File: src/design/gtp_pkg.sv
package gtp_pkg;

  localparam int SCREEN_WIDTH  = 320;
  localparam int SCREEN_HEIGHT = 240;
  localparam int GLYPH_ROWS    = 7;
  localparam int GLYPH_COLS    = 5;

  typedef enum logic [1:0] {
    FUNC_LETTER = 2'd0,
    FUNC_SPACER = 2'd1,
    FUNC_SYMBOL = 2'd2,
    FUNC_NONE   = 2'd3
  } func_t;

  typedef enum logic {
    ST_IDLE = 1'b0,
    ST_RUN  = 1'b1
  } state_t;

  typedef logic [4:0] glyph_idx_t;

  localparam glyph_idx_t GLYPH_BLANK = 5'd29;
  localparam glyph_idx_t GLYPH_SMILE = 5'd30;

  localparam logic REG_SMILE = 1'b0;

  // letter table order: A B D E F G H I M N O S T V X Y 1-9 0 space . :
  function automatic glyph_idx_t letter_index(logic [7:0] code);
    glyph_idx_t idx;
    case (code)
      "A": idx = 5'd0;
      "B": idx = 5'd1;
      "D": idx = 5'd2;
      "E": idx = 5'd3;
      "F": idx = 5'd4;
      "G": idx = 5'd5;
      "H": idx = 5'd6;
      "I": idx = 5'd7;
      "M": idx = 5'd8;
      "N": idx = 5'd9;
      "O": idx = 5'd10;
      "S": idx = 5'd11;
      "T": idx = 5'd12;
      "V": idx = 5'd13;
      "X": idx = 5'd14;
      "Y": idx = 5'd15;
      "1": idx = 5'd16;
      "2": idx = 5'd17;
      "3": idx = 5'd18;
      "4": idx = 5'd19;
      "5": idx = 5'd20;
      "6": idx = 5'd21;
      "7": idx = 5'd22;
      "8": idx = 5'd23;
      "9": idx = 5'd24;
      "0": idx = 5'd25;
      " ": idx = 5'd26;
      ".": idx = 5'd27;
      ":": idx = 5'd28;
      default: idx = GLYPH_BLANK;
    endcase
    return idx;
  endfunction

  function automatic logic [2:0] glyph_width(glyph_idx_t idx);
    logic [2:0] w;
    case (idx)
      5'd7, 5'd16:                w = 3'd3;
      5'd26, GLYPH_BLANK:         w = 3'd2;
      5'd27, 5'd28:               w = 3'd1;
      5'd31:                      w = 3'd2;
      default:                    w = 3'd5;
    endcase
    return w;
  endfunction

  // seven rows, top row in the highest bits, leftmost column is row bit (width - 1)
  function automatic logic [34:0] glyph_bits(glyph_idx_t idx);
    logic [34:0] b;
    case (idx)
      5'd0:  b = {5'h0F, 5'h11, 5'h11, 5'h1F, 5'h11, 5'h11, 5'h11};
      5'd1:  b = {5'h1E, 5'h11, 5'h11, 5'h1E, 5'h11, 5'h11, 5'h1E};
      5'd2:  b = {5'h1E, 5'h11, 5'h11, 5'h11, 5'h11, 5'h11, 5'h1E};
      5'd3:  b = {5'h1F, 5'h10, 5'h10, 5'h1E, 5'h10, 5'h10, 5'h1F};
      5'd4:  b = {5'h1F, 5'h10, 5'h10, 5'h1E, 5'h10, 5'h10, 5'h10};
      5'd5:  b = {5'h0E, 5'h11, 5'h10, 5'h10, 5'h13, 5'h11, 5'h0E};
      5'd6:  b = {5'h11, 5'h11, 5'h11, 5'h1F, 5'h11, 5'h11, 5'h11};
      5'd7:  b = {5'h07, 5'h02, 5'h02, 5'h02, 5'h02, 5'h02, 5'h07};
      5'd8:  b = {5'h11, 5'h1B, 5'h15, 5'h11, 5'h11, 5'h11, 5'h11};
      5'd9:  b = {5'h11, 5'h11, 5'h19, 5'h15, 5'h13, 5'h11, 5'h11};
      5'd10: b = {5'h0E, 5'h11, 5'h11, 5'h11, 5'h11, 5'h11, 5'h0E};
      5'd11: b = {5'h0E, 5'h11, 5'h10, 5'h0E, 5'h01, 5'h11, 5'h0E};
      5'd12: b = {5'h1F, 5'h04, 5'h04, 5'h04, 5'h04, 5'h04, 5'h04};
      5'd13: b = {5'h11, 5'h11, 5'h11, 5'h11, 5'h11, 5'h0A, 5'h04};
      5'd14: b = {5'h11, 5'h11, 5'h0A, 5'h04, 5'h0A, 5'h11, 5'h11};
      5'd15: b = {5'h11, 5'h11, 5'h0A, 5'h04, 5'h04, 5'h04, 5'h04};
      5'd16: b = {5'h02, 5'h06, 5'h02, 5'h02, 5'h02, 5'h02, 5'h07};
      5'd17: b = {5'h0E, 5'h11, 5'h01, 5'h06, 5'h08, 5'h10, 5'h1F};
      5'd18: b = {5'h0E, 5'h11, 5'h01, 5'h06, 5'h01, 5'h11, 5'h0E};
      5'd19: b = {5'h03, 5'h05, 5'h09, 5'h11, 5'h1F, 5'h01, 5'h01};
      5'd20: b = {5'h1F, 5'h10, 5'h1E, 5'h01, 5'h01, 5'h11, 5'h0E};
      5'd21: b = {5'h0E, 5'h11, 5'h10, 5'h1E, 5'h11, 5'h11, 5'h0E};
      5'd22: b = {5'h1F, 5'h01, 5'h02, 5'h04, 5'h08, 5'h08, 5'h08};
      5'd23: b = {5'h0E, 5'h11, 5'h11, 5'h0E, 5'h11, 5'h11, 5'h0E};
      5'd24: b = {5'h0E, 5'h11, 5'h11, 5'h0F, 5'h01, 5'h11, 5'h0E};
      5'd25: b = {5'h0E, 5'h11, 5'h13, 5'h15, 5'h19, 5'h11, 5'h0E};
      5'd27: b = {5'h00, 5'h00, 5'h00, 5'h00, 5'h00, 5'h00, 5'h01};
      5'd28: b = {5'h00, 5'h00, 5'h01, 5'h00, 5'h00, 5'h01, 5'h00};
      GLYPH_SMILE: b = {5'h02, 5'h01, 5'h09, 5'h01, 5'h01, 5'h09, 5'h02};
      default: b = '0;
    endcase
    return b;
  endfunction

  function automatic logic glyph_cell(logic [34:0] b, logic [2:0] w, int row, int c);
    logic [4:0] r;
    logic       v;
    r = b[34 - 5 * row -: 5];
    v = 1'b0;
    if (c < int'(w)) begin
      v = r[int'(w) - 1 - c];
    end
    return v;
  endfunction

  // [6:0]: column cells bottom-up, [7]: some later column has a set cell
  function automatic logic [7:0] glyph_col(glyph_idx_t idx, logic [2:0] col);
    logic [34:0] b;
    logic [2:0]  w;
    logic [7:0]  res;
    b   = glyph_bits(idx);
    w   = glyph_width(idx);
    res = '0;
    for (int j = 0; j < GLYPH_ROWS; j++) begin
      res[j] = glyph_cell(b, w, GLYPH_ROWS - 1 - j, int'(col));
      for (int c = 0; c < GLYPH_COLS; c++) begin
        if (c > int'(col)) begin
          res[7] = res[7] | glyph_cell(b, w, j, c);
        end
      end
    end
    return res;
  endfunction

endpackage

File: src/design/glyph_to_pixel_writer.sv
// A beat is registered when the walker reaches a written cell; in letter and spacer modes the
// first beat comes from the first cell, which the walker enters once the item is accepted.
// One glyph cell per cycle while the sink does not stall, set by the column-by-column walk
// through the glyph ROM; an item is walked to its end before the next one is taken.
// The next item is taken the cycle after the walk ends; func 3 is dropped at once.
// Reset returns the walker to idle, clears the output valid and sets smile_code to 0.
module glyph_to_pixel_writer (
  input  logic        clk,
  input  logic        rst,
  input  logic        s_tvalid,
  output logic        s_tready,
  input  logic [79:0] s_tdata,  // glyph_code, origin_x, origin_y, fg r/g/b, bg r/g/b, pad
  input  logic [1:0]  s_tuser,  // func
  output logic        m_tvalid,
  input  logic        m_tready,
  output logic [55:0] m_tdata,  // column_start, page_start, pixel_color, advance_width, pad
  output logic        m_tlast,  // last_pixel
  input  logic        psel,
  input  logic        penable,
  input  logic        pwrite,
  input  logic [2:0]  paddr,
  input  logic [31:0] pwdata,
  output logic [31:0] prdata,
  output logic        pready
);

  gtp_pkg::state_t     state, state_next;
  gtp_pkg::glyph_idx_t glyph, glyph_next, glyph_sel;
  logic [2:0]  col, col_next, row, row_next;
  logic [7:0]  rom_q;
  logic        opaque;
  logic [15:0] base_col, base_page, fg, bg;
  logic [7:0]  smile_code;
  logic [2:0]  width;
  logic        out_free, pix_set, emit, last_row, last_col, last;
  logic        accept;

  logic [1:0]  func;
  logic [7:0]  glyph_code;
  logic [9:0]  origin_x, origin_y;
  logic [7:0]  fg_red, fg_green, fg_blue, bg_red, bg_green, bg_blue;

  assign func       = s_tuser;
  assign glyph_code = s_tdata[7:0];
  assign origin_x   = s_tdata[17:8];
  assign origin_y   = s_tdata[27:18];
  assign fg_red     = s_tdata[35:28];
  assign fg_green   = s_tdata[43:36];
  assign fg_blue    = s_tdata[51:44];
  assign bg_red     = s_tdata[59:52];
  assign bg_green   = s_tdata[67:60];
  assign bg_blue    = s_tdata[75:68];

  assign pready = 1'b1;
  assign prdata = (paddr[2] == gtp_pkg::REG_SMILE) ? {24'd0, smile_code} : 32'd0;

  always_ff @(posedge clk) begin
    if (rst) begin
      smile_code <= 8'd0;
    end else if (psel && penable && pwrite && paddr[2] == gtp_pkg::REG_SMILE) begin
      smile_code <= pwdata[7:0];
    end
  end

  always_comb begin
    case (gtp_pkg::func_t'(func))
      gtp_pkg::FUNC_LETTER: glyph_sel = gtp_pkg::letter_index(glyph_code);
      gtp_pkg::FUNC_SYMBOL: glyph_sel = (glyph_code == smile_code) ? gtp_pkg::GLYPH_SMILE
                                                                    : gtp_pkg::GLYPH_BLANK;
      default:              glyph_sel = gtp_pkg::GLYPH_BLANK;
    endcase
  end

  assign width    = gtp_pkg::glyph_width(glyph);
  assign out_free = !m_tvalid || m_tready;
  assign pix_set  = rom_q[row];
  assign emit     = opaque || pix_set;
  assign last_row = (row == 3'(gtp_pkg::GLYPH_ROWS - 1));
  assign last_col = (col == width - 3'd1);
  assign last     = opaque ? (last_row && last_col)
                           : ((((rom_q[6:0] >> row) >> 1) == 7'd0) && !rom_q[7]);

  always_comb begin
    state_next = state;
    glyph_next = glyph;
    col_next   = col;
    row_next   = row;
    s_tready   = 1'b0;
    accept     = 1'b0;
    case (state)
      gtp_pkg::ST_IDLE: begin
        s_tready = 1'b1;
        if (s_tvalid) begin
          accept = 1'b1;
          if (gtp_pkg::func_t'(func) != gtp_pkg::FUNC_NONE) begin
            state_next = gtp_pkg::ST_RUN;
            glyph_next = glyph_sel;
            col_next   = 3'd0;
            row_next   = 3'd0;
          end
        end
      end
      gtp_pkg::ST_RUN: begin
        if (out_free) begin
          if (last_row) begin
            row_next = 3'd0;
            if (last_col) begin
              state_next = gtp_pkg::ST_IDLE;
            end else begin
              col_next = col + 3'd1;
            end
          end else begin
            row_next = row + 3'd1;
          end
        end
      end
      default: state_next = gtp_pkg::ST_IDLE;
    endcase
  end

  always_ff @(posedge clk) begin
    if (rst) begin
      state    <= gtp_pkg::ST_IDLE;
      m_tvalid <= 1'b0;
    end else begin
      state <= state_next;
      if (state == gtp_pkg::ST_RUN && out_free && emit) begin
        m_tvalid <= 1'b1;
      end else if (m_tready) begin
        m_tvalid <= 1'b0;
      end
    end
  end

  // glyph ROM, registered read at the column the walker holds next cycle
  always_ff @(posedge clk) begin
    rom_q <= gtp_pkg::glyph_col(glyph_next, col_next);
  end

  always_ff @(posedge clk) begin
    glyph <= glyph_next;
    col   <= col_next;
    row   <= row_next;
    if (accept) begin
      opaque    <= (gtp_pkg::func_t'(func) != gtp_pkg::FUNC_SYMBOL);
      base_col  <= 16'(gtp_pkg::SCREEN_HEIGHT - 1) - {6'd0, origin_y};
      base_page <= 16'(gtp_pkg::SCREEN_WIDTH - 1) - {6'd0, origin_x};
      fg        <= {fg_red[7:3], fg_green[7:3], 1'b0, fg_blue[7:3]};
      bg        <= {bg_red[7:3], bg_green[7:3], 1'b0, bg_blue[7:3]};
    end
    if (state == gtp_pkg::ST_RUN && out_free && emit) begin
      m_tdata <= {5'd0, width, (pix_set ? fg : bg),
                  base_page - {13'd0, col}, base_col - {13'd0, row}};
      m_tlast <= last;
    end
  end

endmodule
File: config.mk
export PLATFORM = sky130hd
export DESIGN_NAME = glyph_to_pixel_writer
export DESIGN_NICKNAME = d
export VERILOG_FILES = /design/src/design/gtp_pkg.sv /design/src/design/glyph_to_pixel_writer.sv
export SDC_FILE = /design/constraint.sdc
export NUM_CORES = 1
export LEC_CHECK = 0
export BUFFER_PORTS_ARGS = -buffer_cell sky130_fd_sc_hd__buf_2
export CORE_MARGIN = 4
export CORE_UTILIZATION = 50
export DETAILED_ROUTE_END_ITERATION = 7
export GPL_TIMING_DRIVEN = 0
export HOLD_SLACK_MARGIN = 0.15
export PLACE_DENSITY = 0.88
export SLEW_MARGIN = 20
export SYNTH_ARGS = -nofsm -noshare
export SYNTH_HDL_FRONTEND = slang
export SYNTH_SLANG_ARGS = --single-unit
File: constraint.sdc
create_clock -name clk -period 14.2 [get_ports clk]
set_input_delay 1.42 -clock clk [delete_from_list [all_inputs] [get_ports clk]]
set_output_delay 1.42 -clock clk [all_outputs]
set_load 0.02 [all_outputs]
# [Word level (Yosys, flattened, before mapping)]
# Memory sizes are Yosys's and may differ from the RTL's.
# Index checks and enable logic that the tools add are counted.
[word_totals] reg_bits=144 mem_bits_ro=1760 in_bits=124 output_inout_bits=92 word_cells=342 memories=2
[mem_list] name="(no name shown)" depth=32 width=35 read_ports=1 rd_clocked_by_memory_dff=0 wr=0 line="gtp_pkg.sv:80" rtl="case (idx)"
[mem_list] name="(no name shown)" depth=128 width=5 read_ports=1 rd_clocked_by_memory_dff=0 wr=0 line="gtp_pkg.sv:30" rtl="case (code)"
[classes] addsub=13 order_cmp=15 eq_ne=23 shift=1 muxes=223 n_bitwise=29 n_reduce_logical=21
[ops] operator="$mux W1" n=165
[ops] operator="$lt A32 B5 Y1 const B" n=4
[ops] operator="$bmux W1 S3" n=36
[ops] operator="$eq A5 B5 Y1 const B" n=12
[ops] operator="$sub A16 B3 Y16" n=2
[ops] operator="$mux W3" n=9
[ops] operator="$or A1 B1 Y1" n=27
[ops] operator="$mux W5" n=4
[ops] operator="$pmux W3 S3" n=2
[ops] operator="$mux W16" n=1
[ops] operator="$pmux W3 S2" n=2
[ops] operator="$sub A8 B10 Y11 const A" n=1
[ops] operator="$sub A9 B10 Y11 const A" n=1
[ops] operator="$eq A5 B3 Y1 const B" n=2
[ops] operator="$pmux W5 S2" n=1
[ops] operator="$sub A4 B3 Y5 const B" n=2
[ops] operator="$eq A8 B8 Y1" n=1
[ops] operator="$mux W8" n=1
[ops] operator="$ne A2 B2 Y1 const B" n=4
[ops] operator="$reduce_or A2 Y1" n=4
[ops] operator="$logic_and A1 B1 Y1" n=7
[ops] operator="$logic_not A7 Y1" n=1
[ops] operator="$shr A7 B3 Y7" n=1
[ops] operator="$add A3 B1 Y3 const B" n=2
[ops] operator="other kinds (27)" n=33

# [Logic depth before layout (Yosys ltp)]
# Gate-level depths: netlist (run 1).
[logic_depth] word_depth=70 mapped_depth=25

# [Worst setup path after synthesis (run 1)]
# OpenSTA, ideal clock, no wires.
[synth_timing] kind="input -> register" startpoint="in s_tvalid" endpoint="reg rom_q[0]" setup_ps=121 arrival_ps=7090 required_ps=14079 setup_slack_ps=6989 stages=21 path_cell_list="nor2b_2 -> and2_1 -> buf_4 -> nor2_1 -> a211oi_2 -> buf_4 -> ha_1 -> buf_1 -> inv_1 -> nor4_4 -> a211oi_2 -> nand2_4 -> inv_2 -> buf_4 -> ha_1 -> fa_1 -> clkbuf_1 -> mux2i_1 -> a211oi_1 -> a31oi_1 -> nor2_1"
[synth_between] elab_chain_len=10
[synth_lines] item="start: declaration" line="glyph_to_pixel_writer.sv:10" rtl="input logic s_tvalid,"
[synth_lines] item="$mux W5 *" line="glyph_to_pixel_writer.sv:93" rtl="if (s_tvalid) begin"
[synth_lines] item="$mux W5 *" line="glyph_to_pixel_writer.sv:90" rtl="case (state)"
[synth_lines] item="net glyph_next[0]" line="glyph_to_pixel_writer.sv:28" rtl="gtp_pkg::glyph_idx_t glyph, glyph_next, glyph_sel;"
[synth_lines] item="$eq A5 B5 Y1 / $eq A5 B3 Y1 (equally long branches)" line="gtp_pkg.sv:67" rtl="case (idx)"
[synth_lines] item="$reduce_or A3 Y1 (no source line) / $reduce_or A2 Y1 (equally long branches)"
[synth_lines] item="$pmux W3 S3" line="gtp_pkg.sv:67"
[synth_lines] item="$sub A3 B1 Y4" line="gtp_pkg.sv:121" rtl="v = r[int'(w) - 1 - c];"
[synth_lines] item="$sub A4 B4 Y5" line="gtp_pkg.sv:121"
[synth_lines] item="$bmux W1 S3" line="gtp_pkg.sv:121"
[synth_lines] item="$mux W1 (not written as such) (2 in series)" line="gtp_pkg.sv:121"
[synth_lines] item="end signal: assignment" line="glyph_to_pixel_writer.sv:137" rtl="rom_q <= gtp_pkg::glyph_col(glyph_next, col_next);"
[synth_lines] item="end: declaration" line="glyph_to_pixel_writer.sv:30" rtl="logic [7:0] rom_q;"
# The timed path passes the listed nets; every way through them passes the cells marked *. The select of a mux whose other input is x is not followed.
# A chain may end at the register's enable or synchronous reset.

# [Final worst setup path (run 1)]
[layout_timing] startpoint="in s_tdata[1]" endpoint="reg rom_q[0]"
[layout_between] elab_chain_len=14
[layout_lines] item="start: declaration" line="glyph_to_pixel_writer.sv:12" rtl="input logic [79:0] s_tdata,"
[layout_lines] item="$mem_v2 Z128 W5 / $eq A8 B8 Y1 (equally long branches)"
[layout_lines] item="$mux W5 / $mux W2 (equally long branches)" line="gtp_pkg.sv:30, glyph_to_pixel_writer.sv:68"
[layout_lines] item="$pmux W5 S2 *" line="glyph_to_pixel_writer.sv:66" rtl="case (gtp_pkg::func_t'(func))"
[layout_lines] item="$mux W5 *" line="glyph_to_pixel_writer.sv:95" rtl="if (gtp_pkg::func_t'(func) != gtp_pkg::FUNC_NONE) begin"
[layout_lines] item="$mux W5 *" line="glyph_to_pixel_writer.sv:93"
[layout_lines] item="$mux W5 *" line="glyph_to_pixel_writer.sv:90"
[layout_lines] item="net glyph_next[0]" line="glyph_to_pixel_writer.sv:28"
[layout_lines] item="$eq A5 B5 Y1 / $eq A5 B3 Y1 (equally long branches)" line="gtp_pkg.sv:67"
[layout_lines] item="$reduce_or A3 Y1 (no source line) / $reduce_or A2 Y1 (equally long branches)"
[layout_lines] item="$pmux W3 S3" line="gtp_pkg.sv:67"
[layout_lines] item="$sub A3 B1 Y4" line="gtp_pkg.sv:121"
[layout_lines] item="$sub A4 B4 Y5" line="gtp_pkg.sv:121"
[layout_lines] item="$bmux W1 S3" line="gtp_pkg.sv:121"
[layout_lines] item="$mux W1 (not written as such) (2 in series)" line="gtp_pkg.sv:121"
# Marks and branches as above.

==> flow_metrics.tcl, run 1 <==
set metrics [dict create \
    num-nets-final 1211 \
    fmax_ghz 0.1380 \
    cp_slowest_cell "fa_1" \
    critPathMostFrequentCell "ha_1" \
    syn_area_sq_um 8801 \
    viasPerCell 6.122 \
    first_iter_violations 1091 \
    startpoint_type "input pin" \
    required_ps 14500 \
    clkLatencyLatePin_ps 420 \
    die_h_um 140.7 \
    pre_cts_ws_ps 6732 \
    cts_resized 0 \
    crit_family "buffers and inverters" \
    ys_async_sr_fraction_pct 0 \
    clock-root-buffer "clkbuf_16" \
    power_leakage_nw 4.226 \
    ys_seq_area_share_pct 42.42 \
    worstSetupEndpointType "register" \
    antenna_found_initial 0 \
    fin_skew_ps 10.43 \
    setup_viol_count_final 0 \
    synth-warning-count 0 \
    crit_chain "buf_2 -> inv_1 -> ha_1 -> or3_1 -> a21o_1 -> a211oi_1 -> a211oi_2 -> buf_4 -> ha_1 -> buf_1 -> inv_1 -> nor4_4 -> a211oi_2 -> nand2_4 -> inv_2 -> buf_4 -> ha_1 -> fa_1 -> clkbuf_1 -> mux2i_1 -> a211oi_1 -> a31oi_1 -> nor2_1" \
    num_io_pins 216 \
    drv_slew 0 \
    critPathBufInv 8 \
    track_usage_pct 26.34 \
    ir_drop_mv 0.1188 \
    path_max_fanout 13 \
    synth-edff-count 107 \
    critPathMaxStageDelay_ps 680 \
    setup_ws_ps 6952 \
    hold_class "register to register" \
    ys.flop_type "edfxtp_1" \
    final_hold_viol_count 0 \
    ctsHtreeMaxLevel 4 \
    grt_pass1_wl_um 41480 \
    drive_above_1_share_pct 27.74 \
    die_w_um 140.7 \
    path_clk_slew_ps 60 \
    critical_path_class "input pin to register" \
    rsz0062_at_grt "false" \
    worst_ep_arrival_time_ps 7550 \
    initial_utilization_pct 50.88 \
    detail-route-antenna-nets 0 \
    period_needed_ps 7248 \
    n_antenna_cell 0 \
    grt_pass1_vias 7692 \
    place_congestion 0.9684 \
    route.detailed.drc 0 \
    fin_tns_setup_ps 0 \
    first_pass_iters 6 \
    routed-via-count 7909 \
    relSlewSlack_pct 23.16 \
    wl_per_cell_um 20.77 \
    grt_overflow 0 \
    port-buffer-count 131 \
    area_growth_syn_to_layout_pct 19.39 \
    rows 48 \
    routed_wl_um 26840 \
    grt_max_degree 28 \
    yosys-top-cells-area "edfxtp_1 (37%), dfxtp_1 (5.9%), ha_1 (4.1%)" \
    dp.cells 1261 \
    dp_hpwl_um 19640 \
    cts_hold_buf 0 \
    syn_area_per_cell_sq_um 10.09 \
    cts_buffer_depth 2 \
    drv_cap 0 \
    ys_seq_elements 133 \
    status "finished, final reports clean" \
    postCtsSetupRepairBufs 0 \
    cts_tree "done" \
    reg2reg_setup_slack_ps 8150 \
    dieArea_sq_um 19790 \
    synthCells 872 \
    ys_types 100 \
    synth_top_area_share_pct 36.51 \
    numClockSinks 133 \
    p_per_area_nw_per_um2 115.1 \
    fin_crit_sh_pct 51.04 \
    synth_top_area_cell "edfxtp_1" \
    core_area_sq_um 17300 \
    worst_pin_slew_ps 1121 \
    numCtsBuffers 17 \
    fillers 1349 \
    stdcell_count 1292 \
]
-- stage by stage --
stage | total power, W | util (%) | hold slack, ps | area, sq um
after global placement | 0.0007796 | 56.93 | 468.5 | 9847
after global routing | 0.001254 | 60.75 | 501.7 | 10510
final | 0.001209 | 60.75 | 485.5 | 10510
after detailed placement | 0.0007945 | 57.54 | 473.7 | 9953
after CTS | 0.001201 | 60.75 | 481.5 | 10510
after floorplan | 0.0007034 | - | 457.2 | 8910
-- synth_stat cells, drive strengths merged, types with 14 or more instances --
library cell	instances
mux2	15
o21ai	45
nand2	72
nor2b	21
nand3	18
ha	29
dfxtp	26
a31oi	16
a211oi	17
o211ai	14
inv	52
nand2b	16
buf	64
nor2	61
edfxtp	107
a21oi	50
xnor2	28
nor3	22
-- flip-flops by register name, summed over array words and instances, names as in the netlist --
signal      cells
rom_q           8
glyph           5
smile_code      8
base_page      11
bg             15
m_tlast         1
base_col       11
m_tdata        50
row             3
m_tvalid        1
fg             15
col             3
opaque          1
state           1
-- area by class of cell --
type                            instances  area (sq um)  area share (%)
Timing Repair Buffer                  135         745.7           7.097
Tap cell                              225         281.5           2.679
Clock buffer                           17         425.4           4.049
Multi-Input combinational cell        638          4511           42.93
Inverter                               53         200.2           1.905
Buffer                                 77         481.7           4.584
Clock inverter                         14         128.9           1.226
Sequential cell                       133          3734           35.53
-- kinds of logic after synthesis --
group	count (synthesis)	synth area share, %
compound gates	242	20.60
xor+xnor	40	4.151
other cells	2	0.08533
flops	133	42.42
mux	32	4.706
fa+ha+maj	32	4.805
buf+inv	130	7.748
simple gates	261	15.48
-- tightest hold or removal path, stage by stage, from the launching register on --
cell and delay, ps:
dfxtp_1 320, nand2_1 60, a21oi_1 60
-- path summary, 6_finish.rpt --
path	cells past startpoint	from	to
worst min register to register	2	smile_code[5]$_SDFFE_PP0P_	smile_code[5]$_SDFFE_PP0P_
worst max register to register	19	state$_SDFF_PP0_	rom_q[0]$_SDFF_PP0_
worst max-delay path	23	s_tdata[1]	rom_q[0]$_SDFF_PP0_
worst min-delay path	2	smile_code[5]$_SDFFE_PP0P_	smile_code[5]$_SDFFE_PP0P_
-- routing by layer --
layer	vias to the layer above	global-route usage [%]	wire (um)	share of wire [%]
met5	-	0	0	0
met4	0	9.434	836	3.1
met3	78	3.664	2452	9.1
met2	529	46.17	13440	50
met1	3764	33.30	10110	38
li1	3538	-	-	-
-- where the power goes --
group,total [W],internal (W),switching (W)
Clock,0.000411,0.000241,0.000170
Combinational,0.000318,0.000123,0.000194
Sequential,0.000480,0.000463,0.0000178
-- cell usage in the layout (no fill, tap or decap), drive strengths merged, types with 5 or more instances in the layout --
cell	n
dfxtp	26
ha	29
nand2b	16
a21oi	50
clkbuf	30
nand2	72
o211ai	14
a221oi	5
nor2b	21
edfxtp	107
conb	31
mux2i	12
a21o	9
mux4	5
and2	6
nand4	9
inv	56
a31oi	16
a211oi	17
a2111oi	6
nand3	18
o32ai	6
nor3b	7
mux2	15
xor2	12
nor3	22
o21ai	45
clkinv	6
or2	6
o31ai	12
buf	199
nor4	7
xnor2	28
nor2	61
Note: power is estimated with default switching activity, not from simulation.
==> inputs of run 2 (changes only) <==
--- a/config.mk
+++ b/config.mk
@@ -5,13 +5,14 @@
 export SDC_FILE = /design/constraint.sdc
 export NUM_CORES = 1
 export LEC_CHECK = 0
+export ABC_AREA = 1
 export BUFFER_PORTS_ARGS = -buffer_cell sky130_fd_sc_hd__buf_2
 export CORE_MARGIN = 4
-export CORE_UTILIZATION = 50
+export CORE_UTILIZATION = 49
 export DETAILED_ROUTE_END_ITERATION = 7
 export GPL_TIMING_DRIVEN = 0
 export HOLD_SLACK_MARGIN = 0.15
-export PLACE_DENSITY = 0.88
+export PLACE_DENSITY = 0.89
 export SLEW_MARGIN = 20
 export SYNTH_ARGS = -nofsm -noshare
 export SYNTH_HDL_FRONTEND = slang
==> constraint.sdc (replaced) <==
create_clock -name clk -period 6.2 [get_ports clk]
set_input_delay 0.62 -clock clk [delete_from_list [all_inputs] [get_ports clk]]
set_output_delay 0.62 -clock clk [all_outputs]
set_load 0.02 [all_outputs]
==> run 2 against run 1 <==
Sequential power is 140% higher. Die area hardly changed. Via count is 3.6% higher. Synthesized cell count is 23% higher. Critical path type unchanged. Largest cell class unchanged. Largest power group unchanged.
==> flow_metrics.tcl, run 2 <==
set metrics [dict create \
    fillers 1396 \
    path_max_fanout 11 \
    grt_pass1_wl_um 42320 \
    hold_ws_ps 372.6 \
    rsz0062_at_grt "false" \
    antenna_found_initial 0 \
    grt_max_degree 31 \
    cts_resized 0 \
    fin_skew_ps 13.97 \
    power_leakage_nw 4.924 \
    use_met3_pct 5.360 \
    swShare_pct 35.01 \
    area_growth_syn_to_layout_pct 19.57 \
    mostFrequentLayoutCells "nand2_1 (277), buf_2 (141), inv_1 (133)" \
    hold_class "input pin to register" \
    first_pass_iters 6 \
    worst_ep_arrival_time_ps 5750 \
    placed_area_sq_um 9728 \
    crit_family "simple AND/OR/NAND/NOR gates" \
    setup_viol_count_final 0 \
    synth_top_family_by_area "simple AND/OR/NAND/NOR gates" \
    num_io_pins 216 \
    dieArea_sq_um 19800 \
    clkLatencyLatePin_ps 430 \
    worstSetupEndpointType "register" \
    place_congestion 1.002 \
    die_h_um 140.7 \
    synthCells 1076 \
    detail-route-antenna-nets 0 \
    cts_tree "done" \
    clockPowerShare_pct 32.5 \
    viasPerCell 5.465 \
    postCtsSetupRepairBufs 0 \
    synth_commonest_cells "nand2_1 (277), inv_1 (135), edfxtp_1 (107)" \
    ys_seq_elements 133 \
    ys.flop_type "edfxtp_1" \
    routed-via-count 8192 \
    muxShareOfSynthArea_pct 1.957 \
    dp_hpwl_um 20170 \
    drv_slew 0 \
    p_per_area_nw_per_um2 304.0 \
    port-buffer-count 133 \
    wl_per_cell_um 18.07 \
    p_switching_w 0.001099 \
    fin_crit_sh_pct 87.04 \
    largest_register "m_tdata" \
    synth-warning-count 0 \
    cp_slowest_cell "fa_1" \
    ys_types 49 \
    first_iter_violations 1004 \
    reg2reg_setup_slack_ps 1230 \
    grt_overflow 0 \
    yosys-top-cells-area "edfxtp_1 (37%), nand2_1 (12%), dfxtp_1 (6.0%)" \
    post_synth_and_or_nand_nor_area_fraction_pct 26.48 \
    largestRegisters "m_tdata x50, bg x15, fg x15" \
    core_area_sq_um 17300 \
    num-nets-final 1415 \
    ctsHtreeMaxLevel 4 \
    yosys.cell_count.top_type "nand2_1" \
    routed_wl_um 27080 \
    period_needed_ps 5397 \
    path_clk_slew_ps 60 \
    fmax_ghz 0.1853 \
    clock-root-buffer "clkbuf_16" \
    cts_hold_buf 0 \
    met1_usage_pct 35.15 \
    cts_buffer_depth 2 \
    startpoint_type "input pin" \
    combPwrFrac_pct 31.5 \
    synth-edff-count 107 \
    grt_busiest_layer "met2" \
    critical_path_class "input pin to register" \
    ys_async_sr_fraction_pct 0 \
    p_int_w 0.002039 \
    synth_top_area_cell "edfxtp_1" \
    final_hold_viol_count 0 \
    numClockSinks 133 \
    critPathBufInv 7 \
    numCtsBuffers 17 \
    final_common_cell "nand2_1" \
    utilization_pct 59.67 \
    largest_reg_flops 50 \
    drive_above_1_share_pct 21.46 \
    rows 48 \
    syn_area_sq_um 8632 \
    synth_compound_area_share_pct 8.842 \
    track_usage_pct 26.96 \
    synth_top_area_share_pct 37.22 \
    fin_tns_setup_ps 0 \
    pwr-share-seq_pct 36.0 \
    die_w_um 140.7 \
    critPathMostFrequentCell "nand2_1" \
    ys_seq_area_share_pct 43.25 \
    synth_xor_xnor_area_share_pct 3.653 \
    relSlewSlack_pct 44.73 \
    p_total_w 0.003138 \
    finish.instance_area_sq_um 10320 \
    syn_area_per_cell_sq_um 8.022 \
    status "finished, final reports clean" \
    route.detailed.drc 0 \
    drv_cap 0 \
    initial_utilization_pct 49.91 \
    grt_pass1_vias 7686 \
    synth-adder-area-share_pct 4.899 \
    required_ps 6550 \
    gr-usage-met2_pct 45.54 \
    ir_drop_mv 0.2620 \
    critPathMaxStageDelay_ps 720 \
    worst_pin_slew_ps 829.1 \
]
==> run 2: changes by cell type after synthesis, sizes merged, moves of 13 or more <==
cell / delta
nand3: +70
xnor2: -15
buf: -19
inv: +95
a211oi: -15
o21ai: +23
a31oi: -13
nand2b: -16
nand2: +220
nor2b: -21
nor2: +45
==> run 2: path summary, 6_finish.rpt <==
path	endpoint	depth (start not counted)	startpoint
max	rom_q[3]$_SDFF_PP0_	29	s_tdata[1]
min	fg[11]$_DFFE_PP_	1	s_tdata[31]
max reg2reg	rom_q[3]$_SDFF_PP0_	22	state$_SDFF_PP0_
min reg2reg	smile_code[0]$_SDFFE_PP0P_	2	smile_code[0]$_SDFFE_PP0P_
==> run 2: cell families after synthesis <==
logic type	after synthesis
multiplexers	15
AO/OA/AOI/OAI	140
other	2
flip-flops	133
buffers and inverters	204
XOR/XNOR	33
AND/OR/NAND/NOR	517
adder cells (fa/ha/maj)	32
==> run 2: through the flow <==
| stage | cells | setup slack, ps |
|---|---|---|
| 2_1_floorplan | 1105 | 1278 |
| 3_3_place_gp | 1463 | -123.8 |
| 3_5_place_dp | 1465 | 515.6 |
| 4_1_cts | 1497 | 926.6 |
| 5_1_grt | 1497 | 375.3 |
| 6_report | 1499 | 803.3 |
==> run 2: cell type report <==
| cell class | count | area, sq um | share of cell area [%] |
|---|---|---|---|
| Clock inverter | 13 | 155.1 | 1.503 |
| Timing Repair Buffer | 135 | 705.7 | 6.837 |
| Sequential cell | 133 | 3734 | 36.17 |
| Tap cell | 225 | 281.5 | 2.728 |
| Antenna cell | 2 | 5.005 | 0.04849 |
| Multi-Input combinational cell | 768 | 4073 | 39.46 |
| Buffer | 55 | 362.8 | 3.516 |
| Inverter | 149 | 571.8 | 5.540 |
| Clock buffer | 19 | 432.9 | 4.194 |
==> run 2: per-layer routing <==
layer	up-vias	wire, um	share of wire [%]
li1	3839	-	-
met1	3778	10620	39
met2	516	12910	48
met3	59	2862	11
met4	0	692	2.6
met5	-	0	0
==> run 2: power by group through the flow <==
stage               combinational (W)  clock (W)  sequential (W)
floorplan                    0.000653          0         0.00116
global placement             0.000928          0         0.00113
detailed placement           0.000955          0         0.00114
CTS                          0.000971    0.00102         0.00113
global route                  0.00109    0.00106         0.00113
finish                       0.000990    0.00102         0.00113
